--- src/rtl/sevgd_pkg.sv ---
`timescale 1ns / 1ps

package sevgd_pkg;

    // Longest code: a zero run of CODE_BITS-1 followed by CODE_BITS info bits.
    localparam int CODE_BITS = 32;
    localparam int ZR_W      = $clog2(CODE_BITS);
    localparam int VALUE_W   = 32;
    localparam int LEFT_W    = 16;
    localparam logic [VALUE_W-1:0] MAX_COUNT = 32'd65535;

    // Byte queue between front and back.
    localparam int Q_DEPTH = 4;
    localparam int Q_AW    = $clog2(Q_DEPTH);
    localparam int Q_CW    = $clog2(Q_DEPTH + 1);

    localparam logic KIND_COUNT   = 1'b0;
    localparam logic KIND_ELEMENT = 1'b1;

    typedef struct packed {
        logic               kind;
        logic [VALUE_W-1:0] value;
        logic               last;
        logic               err;
    } t_result;

    typedef struct packed {
        logic       valid;
        logic [7:0] data;
    } t_q_head;

endpackage

--- src/rtl/signed_exp_golomb_vector_decoder.sv ---
`timescale 1ns / 1ps

// Signed order-0 exp-Golomb vector decoder. Bytes come in on the slave stream,
// MSB first; each code is n zeros, then n+1 bits forming d, decoded to d/2 (d
// even) or -(d-1)/2 (d odd). The first code of a vector is its element count
// (tuser 0), then that many elements (tuser 1) follow, tlast on the final one
// or on a zero count; after a vector the rest of the current byte is dropped.
// A zero run of 32, or a count below zero or above 65535, gives one result with
// the error bit set and restarts at a count. Rate: the back end walks one bit
// per cycle while the output register is free, with at most one result per
// cycle; a 4-deep byte queue in front keeps the input side taking transfers
// while the bit engine or the output stalls.
module signed_exp_golomb_vector_decoder (
    input  logic        i_clk,
    input  logic        i_rst_n,
    input  logic        i_s_axis_tvalid,
    output logic        o_s_axis_tready,
    input  logic [7:0]  i_s_axis_tdata,   // [7:0] data_byte
    output logic        o_m_axis_tvalid,
    input  logic        i_m_axis_tready,
    output logic [39:0] o_m_axis_tdata,   // [31:0] value, [32] error, [39:33] zero
    output logic        o_m_axis_tlast,   // last
    output logic        o_m_axis_tuser    // kind: 0 count, 1 element
);

    sevgd_pkg::t_q_head w_head;
    logic               w_pop;
    sevgd_pkg::t_result w_res;

    // front: byte queue
    sevgd_byte_queue u_queue (
        .i_clk      (i_clk),
        .i_rst_n    (i_rst_n),
        .i_wr_valid (i_s_axis_tvalid),
        .i_wr_data  (i_s_axis_tdata),
        .o_wr_ready (o_s_axis_tready),
        .o_head     (w_head),
        .i_pop      (w_pop)
    );

    // back: bit-serial decode with registered output
    sevgd_bit_engine u_engine (
        .i_clk       (i_clk),
        .i_rst_n     (i_rst_n),
        .i_head      (w_head),
        .o_pop       (w_pop),
        .o_res_valid (o_m_axis_tvalid),
        .o_res       (w_res),
        .i_res_ready (i_m_axis_tready)
    );

    assign o_m_axis_tdata = {7'd0, w_res.err, w_res.value};
    assign o_m_axis_tlast = w_res.last;
    assign o_m_axis_tuser = w_res.kind;

endmodule

--- src/rtl/sevgd_byte_queue.sv ---
`timescale 1ns / 1ps

module sevgd_byte_queue (
    input  logic                 i_clk,
    input  logic                 i_rst_n,
    input  logic                 i_wr_valid,
    input  logic [7:0]           i_wr_data,
    output logic                 o_wr_ready,
    output sevgd_pkg::t_q_head   o_head,
    input  logic                 i_pop
);

    logic [7:0]                 r_mem [sevgd_pkg::Q_DEPTH];
    logic [sevgd_pkg::Q_AW-1:0] r_wr_ptr;
    logic [sevgd_pkg::Q_AW-1:0] r_rd_ptr;
    logic [sevgd_pkg::Q_CW-1:0] r_count;
    logic                       w_push;
    logic                       w_pop;

    assign o_wr_ready   = (r_count != sevgd_pkg::Q_CW'(sevgd_pkg::Q_DEPTH));
    assign w_push       = i_wr_valid && o_wr_ready;
    assign w_pop        = i_pop && (r_count != '0);
    assign o_head.valid = (r_count != '0);
    assign o_head.data  = r_mem[r_rd_ptr];

    always_ff @(posedge i_clk) begin
        if (w_push) begin
            r_mem[r_wr_ptr] <= i_wr_data;
        end
    end

    always_ff @(posedge i_clk) begin
        if (!i_rst_n) begin
            r_wr_ptr <= '0;
            r_rd_ptr <= '0;
            r_count  <= '0;
        end else begin
            if (w_push) begin
                r_wr_ptr <= r_wr_ptr + 1'b1;
            end
            if (w_pop) begin
                r_rd_ptr <= r_rd_ptr + 1'b1;
            end
            case ({w_push, w_pop})
                2'b10:   r_count <= r_count + 1'b1;
                2'b01:   r_count <= r_count - 1'b1;
                default: r_count <= r_count;
            endcase
        end
    end

endmodule

--- src/rtl/sevgd_bit_engine.sv ---
`timescale 1ns / 1ps

module sevgd_bit_engine (
    input  logic                i_clk,
    input  logic                i_rst_n,
    input  sevgd_pkg::t_q_head  i_head,
    output logic                o_pop,
    output logic                o_res_valid,
    output sevgd_pkg::t_result  o_res,
    input  logic                i_res_ready
);

    // current byte, shifted left one bit per step
    logic [7:0] r_byte;
    logic [2:0] r_cnt;
    logic       r_busy;

    logic [sevgd_pkg::ZR_W-1:0]      r_zero_run, n_zero_run;
    logic [sevgd_pkg::CODE_BITS-1:0] r_code,     n_code;
    logic [sevgd_pkg::ZR_W-1:0]      r_to_read,  n_to_read;
    logic                            r_suffix,   n_suffix;
    logic                            r_expect,   n_expect;
    logic [sevgd_pkg::LEFT_W-1:0]    r_left,     n_left;

    logic                 r_out_valid;
    sevgd_pkg::t_result   r_out;

    logic                 w_bit;
    logic                 w_done;
    logic                 w_emit;
    logic                 w_brk;
    logic                 w_neg;
    logic [sevgd_pkg::VALUE_W-1:0] w_mag;
    logic [sevgd_pkg::VALUE_W-1:0] w_val;
    logic [sevgd_pkg::LEFT_W-1:0]  w_left_dec;
    sevgd_pkg::t_result   w_res;
    logic                 w_out_free;
    logic                 w_adv;
    logic                 w_eob;

    assign w_bit      = r_byte[7];
    assign w_out_free = !r_out_valid || i_res_ready;
    assign w_adv      = r_busy && w_out_free;
    assign w_eob      = w_brk || (r_cnt == 3'd0);
    assign o_pop      = i_head.valid && (!r_busy || (w_adv && w_eob));

    always_comb begin
        n_zero_run = r_zero_run;
        n_code     = r_code;
        n_to_read  = r_to_read;
        n_suffix   = r_suffix;
        n_expect   = r_expect;
        n_left     = r_left;
        w_done     = 1'b0;
        w_emit     = 1'b0;
        w_brk      = 1'b0;
        w_res      = '0;
        w_mag      = '0;
        w_neg      = 1'b0;
        w_val      = '0;
        w_left_dec = '0;

        if (!r_suffix) begin
            if (!w_bit) begin
                if (r_zero_run == sevgd_pkg::ZR_W'(sevgd_pkg::CODE_BITS - 1)) begin
                    // zero run too long
                    w_emit     = 1'b1;
                    w_res.kind = r_expect ? sevgd_pkg::KIND_COUNT : sevgd_pkg::KIND_ELEMENT;
                    w_res.err  = 1'b1;
                    w_brk      = 1'b1;
                    n_zero_run = '0;
                    n_code     = '0;
                    n_to_read  = '0;
                    n_suffix   = 1'b0;
                    n_expect   = 1'b1;
                    n_left     = '0;
                end else begin
                    n_zero_run = r_zero_run + 1'b1;
                end
            end else begin
                n_code    = sevgd_pkg::CODE_BITS'(1);
                n_to_read = r_zero_run;
                n_suffix  = 1'b1;
                w_done    = (r_zero_run == '0);
            end
        end else begin
            n_code    = {r_code[sevgd_pkg::CODE_BITS-2:0], w_bit};
            n_to_read = r_to_read - 1'b1;
            w_done    = (r_to_read == sevgd_pkg::ZR_W'(1));
        end

        if (w_done) begin
            // odd d: -(d-1)/2 = -(d>>1); even d: d>>1
            w_neg = n_code[0];
            w_mag = sevgd_pkg::VALUE_W'(n_code >> 1);
            w_val = w_neg ? (~w_mag + 1'b1) : w_mag;
            n_zero_run = '0;
            n_code     = '0;
            n_to_read  = '0;
            n_suffix   = 1'b0;
            w_emit     = 1'b1;
            w_res.value = w_val;
            if (r_expect) begin
                w_res.kind = sevgd_pkg::KIND_COUNT;
                if ((w_neg && (w_mag != '0)) || (w_mag > sevgd_pkg::MAX_COUNT)) begin
                    w_res.err = 1'b1;
                    n_left    = '0;
                    w_brk     = 1'b1;
                end else if (w_mag == '0) begin
                    w_res.value = '0;
                    w_res.last  = 1'b1;
                    w_brk       = 1'b1;
                end else begin
                    n_left   = w_mag[sevgd_pkg::LEFT_W-1:0];
                    n_expect = 1'b0;
                end
            end else begin
                w_res.kind = sevgd_pkg::KIND_ELEMENT;
                w_left_dec = (r_left != '0) ? (r_left - 1'b1) : r_left;
                n_left     = w_left_dec;
                if (w_left_dec == '0) begin
                    w_res.last = 1'b1;
                    n_expect   = 1'b1;
                    w_brk      = 1'b1;
                end
            end
        end
    end

    always_ff @(posedge i_clk) begin
        if (!i_rst_n) begin
            r_busy      <= 1'b0;
            r_cnt       <= '0;
            r_zero_run  <= '0;
            r_code      <= '0;
            r_to_read   <= '0;
            r_suffix    <= 1'b0;
            r_expect    <= 1'b1;
            r_left      <= '0;
            r_out_valid <= 1'b0;
        end else begin
            if (o_pop) begin
                r_busy <= 1'b1;
                r_cnt  <= 3'd7;
            end else if (w_adv) begin
                if (w_eob) begin
                    r_busy <= 1'b0;
                end else begin
                    r_cnt <= r_cnt - 1'b1;
                end
            end

            if (w_adv) begin
                r_zero_run <= n_zero_run;
                r_code     <= n_code;
                r_to_read  <= n_to_read;
                r_suffix   <= n_suffix;
                r_expect   <= n_expect;
                r_left     <= n_left;
            end

            if (w_adv && w_emit) begin
                r_out_valid <= 1'b1;
            end else if (i_res_ready) begin
                r_out_valid <= 1'b0;
            end
        end
    end

    always_ff @(posedge i_clk) begin
        if (o_pop) begin
            r_byte <= i_head.data;
        end else if (w_adv) begin
            r_byte <= {r_byte[6:0], 1'b0};
        end
        if (w_adv && w_emit) begin
            r_out <= w_res;
        end
    end

    assign o_res_valid = r_out_valid;
    assign o_res       = r_out;

endmodule

--- config.mk ---
export PLATFORM = sky130hd
export DESIGN_NAME = signed_exp_golomb_vector_decoder
export DESIGN_NICKNAME = d
export VERILOG_FILES = /design/src/rtl/sevgd_pkg.sv /design/src/rtl/signed_exp_golomb_vector_decoder.sv /design/src/rtl/sevgd_byte_queue.sv /design/src/rtl/sevgd_bit_engine.sv
export SDC_FILE = /design/constraint.sdc
export NUM_CORES = 1
export LEC_CHECK = 0
export BUFFER_PORTS_ARGS = -buffer_cell sky130_fd_sc_hd__buf_2
export CAP_MARGIN = 15
export CORE_MARGIN = 1.5
export CORE_UTILIZATION = 61
export DETAILED_ROUTE_END_ITERATION = 7
export PLACE_DENSITY = 0.8
export REMOVE_ABC_BUFFERS = 1
export SLEW_MARGIN = 15
export SYNTH_ARGS = -nofsm -noshare
export SYNTH_HDL_FRONTEND = slang
export SYNTH_SLANG_ARGS = --single-unit
--- constraint.sdc ---
create_clock -name i_clk -period 10.6 [get_ports i_clk]
set_input_delay 3.18 -clock i_clk [delete_from_list [all_inputs] [get_ports i_clk]]
set_output_delay 3.18 -clock i_clk [all_outputs]
set_load 0.02 [all_outputs]
==> tab_implementation.tex <==
\begin{tabular}{lr}
\hline
Metric & Value \\
\hline
\multicolumn{2}{l}{\textbf{Status}} \\
\quad Run status & completed \\
\multicolumn{2}{l}{\textbf{Critical path}} \\
\quad Type of element capturing the critical path & flop \\
\quad FF-to-FF Start & u\_engine.r\_zero\_run[0]\$\_SDFFE\_PN0P\_ \\
\quad Most repeated library cell on the critical path & ha\_1 \\
\quad Worst Setup Start Kind & flop \\
\quad Slowest CP cell & a21oi\_2 \\
\quad Critical Path Fanout Max & 19 \\
\quad Reg-to-reg setup timing slack & 5140 ps \\
\quad Worst R2R Path Depth & 19 \\
\quad Worst-path cell chain & ha\_1 -> and3\_1 -> ha\_1 -> nor2\_2 -> a31oi\_1 -> inv\_1 -> ha\_1 -> nor2\_1 -> nor4b\_1 -> a31oi\_1 -> nand3\_1 -> a2111oi\_4 -> a21oi\_2 -> ha\_1 -> inv\_1 -> fa\_1 -> xor2\_1 -> or3\_1 -> a21boi\_0 \\
\quad WP data required & 10940 ps \\
\quad End of the worst register-to-register path & u\_queue.r\_count[2]\$\_SDFFE\_PN0P\_ \\
\quad Data arrival time at the worst-slack endpoint & 5800 ps \\
\quad Critical path type & flop to flop \\
\quad Peak per-stage delay on the critical path & 660 ps \\
\multicolumn{2}{l}{\textbf{Timing}} \\
\quad Post-Route Setup TNS & 0 ps \\
\quad RSZ-0062 raised after global routing & no \\
\quad Transition time at the pin with the least slew margin & 1170 ps \\
\quad Pins Over Slew Limit & 0 \\
\quad Setup Skew & 10.1 ps \\
\quad Number of setup violations in the final report & 0 \\
\quad Worst rel slew slack & 21.6\% \\
\quad Count of final hold-check violations & 0 \\
\quad Maximum operating frequency & 183 MHz \\
\quad Min Clock Period, post-route & 5460 ps \\
\quad Final critical-path share of the clock period & 51.5\% \\
\multicolumn{2}{l}{\textbf{Clock tree}} \\
\quad Number of buffers created by CTS & 17 \\
\quad Post-CTS setup-driven buffer insertion count & 0 \\
\quad CTS-repair resized insts & 0 \\
\quad Hold Buf Count CTS & 0 \\
\quad Clock latency of the later-clocked register in the worst-skew pair & 430 ps \\
\quad Sinks on the clock net & 149 \\
\quad Clock tree from TritonCTS & yes \\
\quad CTS Buffer Depth & 2 \\
\quad H-tree level count & 4 \\
\quad Clock slew seen by the registers of the worst setup and hold paths & 70 ps \\
\quad Clock root buffer & clkbuf\_16 \\
\multicolumn{2}{l}{\textbf{Die}} \\
\quad Height of the chip & 122 um \\
\quad Number of top-level design ports & 56 \\
\quad Die Outline Area & 0.0148 mm2 \\
\quad Site Rows & 43 \\
\quad Effective utilization at floorplan & 62.2\% \\
\quad Floorplan die width & 122 um \\
\quad Core Region & 0.0138 mm2 \\
\multicolumn{2}{l}{\textbf{Drt}} \\
\quad Iteration-0 DRC Markers & 852 \\
\quad DRC violation count after routing & 0 \\
\quad Routed vias & 7150 \\
\quad WL/cell & 17.9 um \\
\quad Remaining number of nets flagged by the antenna check after routing & 0 \\
\quad Number of iterations in the first detailed-routing pass & 6 \\
\quad Vias per std cell & 6.33 \\
\quad Total Wirelength & 20200 um \\
\multicolumn{2}{l}{\textbf{Layout}} \\
\quad Most used cells in the layout excluding fill and tap cells & a21oi\_1 (86), nor2\_1 (79), edfxtp\_1 (75), dfxtp\_1 (73), nand2\_1 (71) \\
\quad Net count of the finished layout & 964 \\
\quad Register area & 0.00373 mm2 \\
\quad Most common cell after layout, fill and taps aside & a21oi\_1 \\
\quad Proportion of layout cells with a drive suffix above 1 & 13.4\% \\
\quad Multi-input logic area & 0.00443 mm2 \\
\quad Area overhead of the layout relative to synthesis & 9.30\% \\
\quad Total inserted antenna cells & 0 \\
\quad Number of fillers in the final layout & 1070 \\
\multicolumn{2}{l}{\textbf{Global routing}} \\
\quad Pin count of the biggest net entering global routing & 73 \\
\quad Vias in the first global route & 6458 \\
\quad Aggregate global-route resource usage & 28.1\% \\
\quad GR Overflow Total & 0 \\
\quad Antenna violations before repair & 0 \\
\quad Wire length of the first global-routing pass & 32800 um \\
\multicolumn{2}{l}{\textbf{Power and ir drop}} \\
\quad Worst supply voltage drop on vdd & 0.177 mV \\
\quad Reported leakage power & 3.41 nW \\
\quad Power per cell area & 231 mW/mm2 \\
\quad Overall power of the completed layout & 2.17 mW \\
\multicolumn{2}{l}{\textbf{Placement}} \\
\quad Quantity of I/O buffers inserted on ports & 48 \\
\quad Routability Congestion & 0.938 \\
\quad HPWL after detailed placement & 13400 um \\
\multicolumn{2}{l}{\textbf{Synthesis}} \\
\quad Post-synth cell types & 82 \\
\quad Warning count from the yosys run & 0 \\
\quad Synthesized area per cell & 9.24 um2 \\
\quad Gate Count Post-Synth & 931 \\
\quad Post-synth EDFFs & 75 \\
\quad Dominant register cell in the synthesized netlist & edfxtp\_1 \\
\quad Number of register bits inferred by synthesis & 149 \\
\quad Post-synthesis async set-or-reset flop share & 0\% \\
\quad Post-synthesis instance area & 0.00860 mm2 \\
\quad Part of the Yosys area used for sequential elements & 43.4\% \\
\multicolumn{2}{l}{\textbf{Hold path}} \\
\quad Hold Path Class & flop to flop \\
\quad Launch instance of the worst min-delay path & u\_queue.r\_rd\_ptr[1]\$\_SDFFE\_PN0N\_ \\
\quad Depth of the worst hold-timing path & 2 \\
\multicolumn{2}{l}{\textbf{Run}} \\
\quad Number of max-cap violations & 0 \\
\hline
\end{tabular}
layout make-up:
class | count | share of cell area (%)
clock inverter | 15 | 1.80
timing repair buffer | 58 | 3.36
inverter | 25 | 0.999
tap | 180 | 2.40
multi-input combinational | 685 | 47.2
sequential | 149 | 39.7
clock buffer | 17 | 4.53
stage by stage:
step	utilization (%)	cells	hold slack [ps]	instance area [um2]	worst slack (ps)
final	68.0	1129	491	9400	5140
after CTS	68.0	1129	493	9400	5150
after global routing	68.0	1129	512	9400	4760
after global placement	63.7	1097	460	8800	5130
after detailed placement	63.7	1097	485	8800	4970
after floorplan	-	859	445	8260	4520
per-layer routing:
| layer | vias up | share of wire (%) | track usage [%] | wire (um) |
|---|---|---|---|---|
| met2 | 325 | 47 | 44.3 | 9490 |
| met3 | 43 | 6.8 | 6.46 | 1380 |
| met4 | 0 | 2.1 | 11.2 | 418 |
| li1 | 3404 | - | - | - |
| met5 | - | 0 | 0 | 0 |
| met1 | 3378 | 44 | 37.6 | 8940 |
how the worst max path moves through the flow:
stage / start / end / slack (ps) / depth (start not counted)
after global routing: u_engine.r_zero_run[0]$_SDFFE_PN0P_ / u_queue.r_count[2]$_SDFFE_PN0P_ / 4760 / 19
after detailed placement: i_m_axis_tready / u_queue.r_count[2]$_SDFFE_PN0P_ / 4970 / 11
final: u_engine.r_zero_run[0]$_SDFFE_PN0P_ / u_queue.r_count[2]$_SDFFE_PN0P_ / 5140 / 19
after global placement: i_m_axis_tready / u_queue.r_count[2]$_SDFFE_PN0P_ / 5130 / 11
after CTS: u_engine.r_zero_run[0]$_SDFFE_PN0P_ / u_queue.r_count[2]$_SDFFE_PN0P_ / 5150 / 19
after floorplan: i_m_axis_tready / u_engine.o_res[0]$_DFFE_PP_ / 4520 / 5
cell usage after synthesis, types with 4 or more instances:
cell type	count	area [um2]
or2_2	4	25.0
or3_1	7	43.8
a22o_1	4	35.0
nand3_1	17	85.1
nor3b_1	9	67.6
xor2_1	13	114
buf_2	13	65.1
edfxtp_1	75	2250
clkbuf_1	45	169
nand2b_1	4	25.0
o32ai_1	7	61.3
o21ai_0	38	190
a211oi_1	9	67.6
ha_1	15	188
o21a_1	6	45.0
and2_1	17	106
a21o_1	5	37.5
a221oi_1	4	35.0
and3_1	9	56.3
mux2_4	6	90.1
nand2_1	72	270
a22oi_1	19	143
inv_1	24	90.1
buf_4	8	60.1
nor2b_1	46	288
o31ai_1	7	52.6
dfxtp_1	74	1480
buf_1	9	33.8
nor2_1	79	297
mux2i_1	6	60.1
xnor2_1	28	245
a31oi_1	18	113
or4_1	6	45.0
nand4_1	6	37.5
nor4_1	8	50.1
a21boi_0	14	105
nor3_1	41	205
mux4_2	8	180
a21oi_1	86	430
state kept, by name, indices dropped and copies added, names as in the netlist, 2 cells and up, named ones only:
signal	cells
u_engine.o_res	35
u_engine.r_byte	8
u_engine.r_cnt	3
u_engine.r_code	32
u_engine.r_left	16
u_engine.r_to_read	5
u_engine.r_zero_run	5
u_queue.r_count	3
u_queue.r_mem	32
u_queue.r_rd_ptr	2
u_queue.r_wr_ptr	2
critical path: cells and delay by family, from the launching register on:
family / cells / cell delay [ps]
buffers and inverters: 2 / 220
XOR/XNOR: 1 / 160
AO/OA/AOI/OAI: 5 / 1680
adder cells (fa/ha/maj): 5 / 1530
flip-flops: 1 / 420
AND/OR/NAND/NOR: 6 / 1360
cells by family (layout without fill, tap and decap cells):
family          count (synthesis)  after routing  share of synthesized area, %
simple gates                  346            346                          21.3
compound gates                252            252                          19.1
flops                         149            149                          43.4
buf+inv                       103            115                          5.30
xor+xnor                       41             41                          4.18
mux                            23             23                          4.23
fa+ha+maj                      16             16                          2.42
other cells                     1              7                        0.0436
report_power, final:
group / internal (mW) / switching [mW]
clock network: 0.353 / 0.255
logic: 0.272 / 0.517
registers: 0.708 / 0.0624
(Power assumes the default switching activity.)
